`src/sv/nonuniform_grid_bilinear_interp_assert.svh`:
```
// Assertion macros for the nonuniform grid interpolator.
// Used by the top level; no other dependencies.
`ifndef NONUNIFORM_GRID_BILINEAR_INTERP_ASSERT_SVH
`define NONUNIFORM_GRID_BILINEAR_INTERP_ASSERT_SVH
`ifndef SYNTHESIS
`define NGBI_ASSERT_IMPL(label, clk, rst_n, prop) \
    label: assert property (@(posedge clk) disable iff (!rst_n) prop) \
        else $error("assertion failed");
`define NGBI_ASSERT_NEXT(label, clk, rst_n, a, b) \
    label: assert property (@(posedge clk) disable iff (!rst_n) (a) |=> (b)) \
        else $error("assertion failed");
`else
`define NGBI_ASSERT_IMPL(label, clk, rst_n, prop)
`define NGBI_ASSERT_NEXT(label, clk, rst_n, a, b)
`endif
`endif

```
`src/sv/ngbi_pkg.sv`:
```
// Shared types and constants for the nonuniform grid interpolator.
// No dependencies.
package ngbi_pkg;
    localparam int MAX_COS_POINTS_DEF    = 32;
    localparam int MAX_ENERGY_POINTS_DEF = 64;
    localparam int CW  = 16;
    localparam int EW  = 18;
    localparam int VW  = 32;
    localparam int IW  = 11;

    localparam logic [1:0] OP_WR_COS    = 2'd0;
    localparam logic [1:0] OP_WR_ENERGY = 2'd1;
    localparam logic [1:0] OP_WR_GRID   = 2'd2;
    localparam logic [1:0] OP_EVAL      = 2'd3;

    localparam logic CFG_COS_USED    = 1'b0;
    localparam logic CFG_ENERGY_USED = 1'b1;

    // datapath micro-steps selected by the controller
    typedef enum logic [3:0] {
        DP_NONE   = 4'd0,
        DP_LOAD   = 4'd1,  // latch query, issue edge reads
        DP_RANGE  = 4'd2,  // range test on edge points
        DP_CSCAN  = 4'd3,  // one cosine scan step
        DP_ESCAN  = 4'd4,  // one energy scan step
        DP_PREP0  = 4'd5,  // read grid nodes, latch bracket points
        DP_PREP1  = 4'd6,  // take last grid node
        DP_MUL    = 4'd7,  // multiply step
        DP_DIVST  = 4'd8,  // load divider
        DP_DIV    = 4'd9,  // one divider step
        DP_DIVEND = 4'd10  // take quotient
    } dp_op_t;

    typedef struct packed {
        dp_op_t   op;
        logic [1:0] phase;  // 0 energy row0, 1 energy row1, 2 cosine
    } dp_cmd_t;

    typedef struct packed {
        logic in_range;
        logic cscan_done;
        logic escan_done;
        logic div_done;
        logic degen;
    } dp_stat_t;
endpackage

```
`src/sv/ngbi_ctrl.sv`:
```
// Controller FSM for the nonuniform grid interpolator.
// Depends on ngbi_pkg.
module ngbi_ctrl (
    input  logic               clk,
    input  logic               rst_n,
    input  logic               start,
    input  logic [1:0]         operation,
    input  ngbi_pkg::dp_stat_t stat,
    output ngbi_pkg::dp_cmd_t  cmd,
    output logic               busy,
    output logic               start_acc,
    output logic               done,
    output logic               out_valid_eval
);
    import ngbi_pkg::*;

    typedef enum logic [11:0] {
        S_IDLE  = 12'b000000000001,
        S_WDONE = 12'b000000000010,
        S_RANGE = 12'b000000000100,
        S_CSCAN = 12'b000000001000,
        S_ESCAN = 12'b000000010000,
        S_PREP  = 12'b000000100000,
        S_PREP1 = 12'b000001000000,
        S_MUL   = 12'b000010000000,
        S_DIVST = 12'b000100000000,
        S_DIV   = 12'b001000000000,
        S_DEND  = 12'b010000000000,
        S_OUT   = 12'b100000000000
    } state_t;

    state_t state_reg, state_next;
    logic [1:0] phase_reg, phase_next;
    logic [1:0] cnt_reg, cnt_next;

    assign busy      = (state_reg != S_IDLE);
    assign start_acc = start && !busy;

    always_comb
    begin
        state_next = state_reg;
        phase_next = phase_reg;
        cnt_next   = cnt_reg;
        cmd.op     = DP_NONE;
        cmd.phase  = phase_reg;
        done       = 1'b0;
        out_valid_eval = 1'b0;
        case (state_reg)
            S_IDLE:
                if (start_acc)
                begin
                    if (operation == OP_EVAL)
                    begin
                        cmd.op = DP_LOAD;
                        state_next = S_RANGE;
                    end
                    else
                        state_next = S_WDONE;
                end
            S_WDONE:
            begin
                done = 1'b1;
                state_next = S_IDLE;
            end
            S_RANGE:
            begin
                cmd.op = DP_RANGE;
                state_next = S_CSCAN;
            end
            S_CSCAN:
            begin
                if (!stat.in_range)
                begin
                    done = 1'b1;
                    state_next = S_IDLE;
                end
                else
                begin
                    cmd.op = DP_CSCAN;
                    if (stat.cscan_done)
                    begin
                        cmd.op = DP_NONE;
                        state_next = S_ESCAN;
                    end
                end
            end
            S_ESCAN:
            begin
                cmd.op = DP_ESCAN;
                if (stat.escan_done)
                begin
                    cmd.op = DP_NONE;
                    cnt_next = 2'd0;
                    state_next = S_PREP;
                end
            end
            S_PREP:
            begin
                cmd.op = DP_PREP0;
                cnt_next = cnt_reg + 2'd1;
                if (cnt_reg == 2'd3)
                    state_next = S_PREP1;
            end
            S_PREP1:
            begin
                cmd.op = DP_PREP1;
                phase_next = 2'd0;
                cnt_next = 2'd0;
                state_next = S_MUL;
            end
            S_MUL:
            begin
                cmd.op = DP_MUL;
                cnt_next = cnt_reg + 2'd1;
                if (cnt_reg == 2'd2)
                    state_next = S_DIVST;
            end
            S_DIVST:
            begin
                cmd.op = DP_DIVST;
                state_next = S_DIV;
            end
            S_DIV:
            begin
                cmd.op = DP_DIV;
                if (stat.div_done)
                    state_next = S_DEND;
            end
            S_DEND:
            begin
                cmd.op = DP_DIVEND;
                cnt_next = 2'd0;
                if (phase_reg == 2'd2)
                    state_next = S_OUT;
                else
                begin
                    phase_next = phase_reg + 2'd1;
                    state_next = S_MUL;
                end
            end
            S_OUT:
            begin
                done = 1'b1;
                out_valid_eval = 1'b1;
                state_next = S_IDLE;
            end
            default:
                state_next = S_IDLE;
        endcase
    end

    always_ff @(posedge clk or negedge rst_n)
    begin
        if (!rst_n)
        begin
            state_reg <= S_IDLE;
            phase_reg <= 2'd0;
            cnt_reg   <= 2'd0;
        end
        else
        begin
            state_reg <= state_next;
            phase_reg <= phase_next;
            cnt_reg   <= cnt_next;
        end
    end
endmodule
```
`config.mk`:
```
export PLATFORM = sky130hd
export DESIGN_NAME = ngbi_ctrl
export DESIGN_NICKNAME = d
export VERILOG_FILES = /design/src/sv/nonuniform_grid_bilinear_interp_assert.svh /design/src/sv/ngbi_pkg.sv /design/src/sv/ngbi_ctrl.sv
export SDC_FILE = /design/constraint.sdc
export NUM_CORES = 1
export LEC_CHECK = 0
export ABC_AREA = 0
export BUFFER_PORTS_ARGS = -buffer_cell sky130_fd_sc_hd__buf_2
export CORE_MARGIN = 5
export CORE_UTILIZATION = 30
export CTS_CLUSTER_DIAMETER = 100
export DETAILED_ROUTE_END_ITERATION = 10
export PLACE_DENSITY_LB_ADDON = 0.1
export SYNTH_ARGS = -nofsm -noshare
export SYNTH_HDL_FRONTEND = slang
export SYNTH_SLANG_ARGS = --single-unit
```
`constraint.sdc`:
```
create_clock -name clk -period 2.3 [get_ports clk]
set_input_delay 0.23 -clock clk [delete_from_list [all_inputs] [get_ports clk]]
set_output_delay 0.23 -clock clk [all_outputs]
set_load 0.02 [all_outputs]
```
==> reports/metrics.cfg <==
[layout]
stdcell_area_sq_mm = 0.00158
syn_to_final_growth_pct = 36.6
antenna-diode-count = 0
finalNetCount = 187
largest_register_ffs = 12
drive_gt1_share_pct = 37.0

[timing]
report.final.slew_viol_count = 0
relSlewSlack_pct = 68.7
hold_viol = 0
worstMarginPinSlew_ns = 0.468
timing.final.crit_period_ns = 2.59
rsz0062_at_grt = yes
fin_skew_ns = 0.00226
period_share_pct = 113
layout_setup_ws_ns = -0.289
setup_viol = 6
finalSetupTns_ns = -1.09
max_freq_ghz = 0.386

[synthesis]
synth.largest_area_cell = dfrtp_1
synth.top_cells.by_area = dfrtp_1 (33%), nor2_1 (4.6%), ha_1 (3.3%)
seq_area_frac_synth_pct = 34.8
synth-edff-count = 0
synth_top_cells_by_count = dfrtp_1 (15), nor2_1 (14), nand2_1 (10), inv_1 (9), o21ai_0 (7)
synth_top_flop_cell = dfrtp_1
yosys_warnings = 0
yosys.area.top_type_share_pct = 32.5
synth.most_common_cell = dfrtp_1
syn-num-nets = 144
synth_cell_types = 49
async_flop_share_pct = 100
postSynthAreaPerCell_sq_um = 8.82
syn-cell-area_sq_mm = 0.00115
ys_seq_elements = 16
synth_cells = 131

[power]
leakagePower_uw = 0.000753
vdd_drop_max_mv = 0.297
power.density_mw_per_mm2 = 737

[floorplan]
start_util_pct = 31.3
die_x_um = 72.0
coreArea_sq_mm = 0.00369
dieArea_sq_mm = 0.00519
die_h_um = 72.0
rows = 22
ios = 20

[run_status]
violations = setup timing
status = finished with violations

[grt]
grt_max_degree = 17
antenna_found_initial = 0
overflow = 0
grt_pass1_vias = 1100
grt_pass1_wl_um = 5200
gr-usage-all-layers_pct = 12.8

[placement]
port_buffers = 18
dp_hpwl_um = 2470
dpl_cell_area_sq_mm = 0.00144
gp_congestion = 0.858

[worst_setup_path]
worstPathRequired_ns = 2.07
cp-end-kind = primary output
crit_fanout = 3
cp.arrival_ns = 2.36
path_class = flop to primary output
crit_path_start_kind = flop

[detailed_routing]
vias = 1110
wl_per_cell_um = 14.3
vias_per_cell = 5.02
drc = 0
drt-pass1-iter-count = 4
drt-initial-drc-count = 63
ant_nets = 0
routed_wl_um = 3150

[clock_network]
clk_pin_slew_ns = 0.06
cts.sinks = 16
cts_tree = done
cts_max_level = 1
clk_path_buf_depth = 2
cts_buffers = 3
worstSkewPairLatency_ns = 0.25
cts.root.buffer_cell = clkbuf_8

[hold_path]
hold_path_class = input pin to flop

[job]
maxCapViolations = 0

[where the power goes]
group | leakage, uW | internal (uW) | switching [uW] | total, uW
registers | 0.000209 | 316 | 16.0 | 332
logic | 0.000515 | 267 | 312 | 580
clock network | 0.0000288 | 152 | 99.4 | 251
[cell usage in the layout (no fill, tap or decap), types with 2 or more instances in the layout]
master	instances
nand2_1	10
nor2b_1	2
o21ai_0	5
or3_1	2
nor4_1	4
clkbuf_8	4
and2_1	2
or4_4	4
buf_4	25
mux2i_1	2
buf_6	2
nor3_1	2
inv_1	9
xnor2_1	2
nor2_1	14
dfrtp_1	15
or4_1	2
nor3b_1	2
nand2b_1	4
a21oi_1	6
ha_1	3
nand3_1	5
buf_2	14
nand3b_1	2
[kinds of logic (layout without fill, tap and decap cells)]
kind of cell | Yosys count | in the layout | share of synthesized area, %
buf+inv | 14 | 56 | 6.28
simple gates | 67 | 67 | 34.3
mux | 2 | 2 | 1.73
xor+xnor | 3 | 3 | 2.28
fa+ha+maj | 3 | 3 | 3.25
flops | 16 | 16 | 34.8
compound gates | 26 | 26 | 17.3
[cell type report]
cell class                      instances  area (sq um)
Sequential cell                        16           402
Multi-Input combinational cell        101           733
Clock buffer                            4          55.1
Fill cell                             390          2110
Tap cell                               48          60.1
Inverter                               10          37.5
Timing Repair Buffer                   42           290
[per-layer routing]
| metal | share of wire [%] | global-route usage [%] | wire length, um | vias to the layer above |
|---|---|---|---|---|
| met1 | 46 | 17.0 | 1450 | 523 |
| met4 | 1.7 | 5.64 | 53 | 0 |
| met5 | 0 | 0 | 0 | - |
| met3 | 4.3 | 2.22 | 135 | 5 |
| li1 | - | - | - | 562 |
| met2 | 48 | 20.5 | 1520 | 20 |
[final timing paths]
check | cells past startpoint | slack, ns | to | startpoint
max | 6 | -0.29 | cmd[3] | state_reg[9]
min | 2 | 0.16 | state_reg[1] | operation[1]
max reg2reg | 8 | 0 | state_reg[0] | state_reg[9]
min reg2reg | 1 | 0.51 | cnt_reg[0] | cnt_reg[0]
max in group asynchronous | 2 | 1.57 | state_reg[0] | rst_n
min in group asynchronous | 2 | 0.42 | state_reg[11] | rst_n
[worst max-delay path, cell delays in order, from the launching register on]
cell,delay [ns]
dfrtp_1,0.37
or4_4,0.55
or2_4,0.27
or4_4,0.52
o41ai_4,0.09
a311o_1,0.19
buf_6,0.12
[per-stage QoR]
| stage | utilization, % | worst slack, ns | power [uW] | std cells | hold slack [ns] |
|---|---|---|---|---|---|
| 3_5_place_dp | 38.9 | -0.0911 | 848 | 215 | 0.170 |
| 5_1_grt | 42.8 | -0.381 | 1230 | 221 | 0.159 |
| 4_1_cts | 41.2 | -0.308 | 1130 | 220 | 0.159 |
| 6_report | 42.8 | -0.289 | 1160 | 221 | 0.159 |
| 2_1_floorplan | - | -0.144 | 644 | 131 | -0.0656 |
| 3_3_place_gp | 38.9 | -0.0653 | 847 | 215 | 0.169 |
[repair_timing]
| item | CTS | global route |
|---|---|---|
| setup endpoints to repair | 8 | 11 |
| setup buffers | 0 | 1 |
| endpoints found under the hold margin | 15 | 0 |
| pin swaps | 1 | 2 |
| resized for setup | 6 | 11 |
| hold buffers | 1 | 0 |
(Power assumes the default switching activity.)
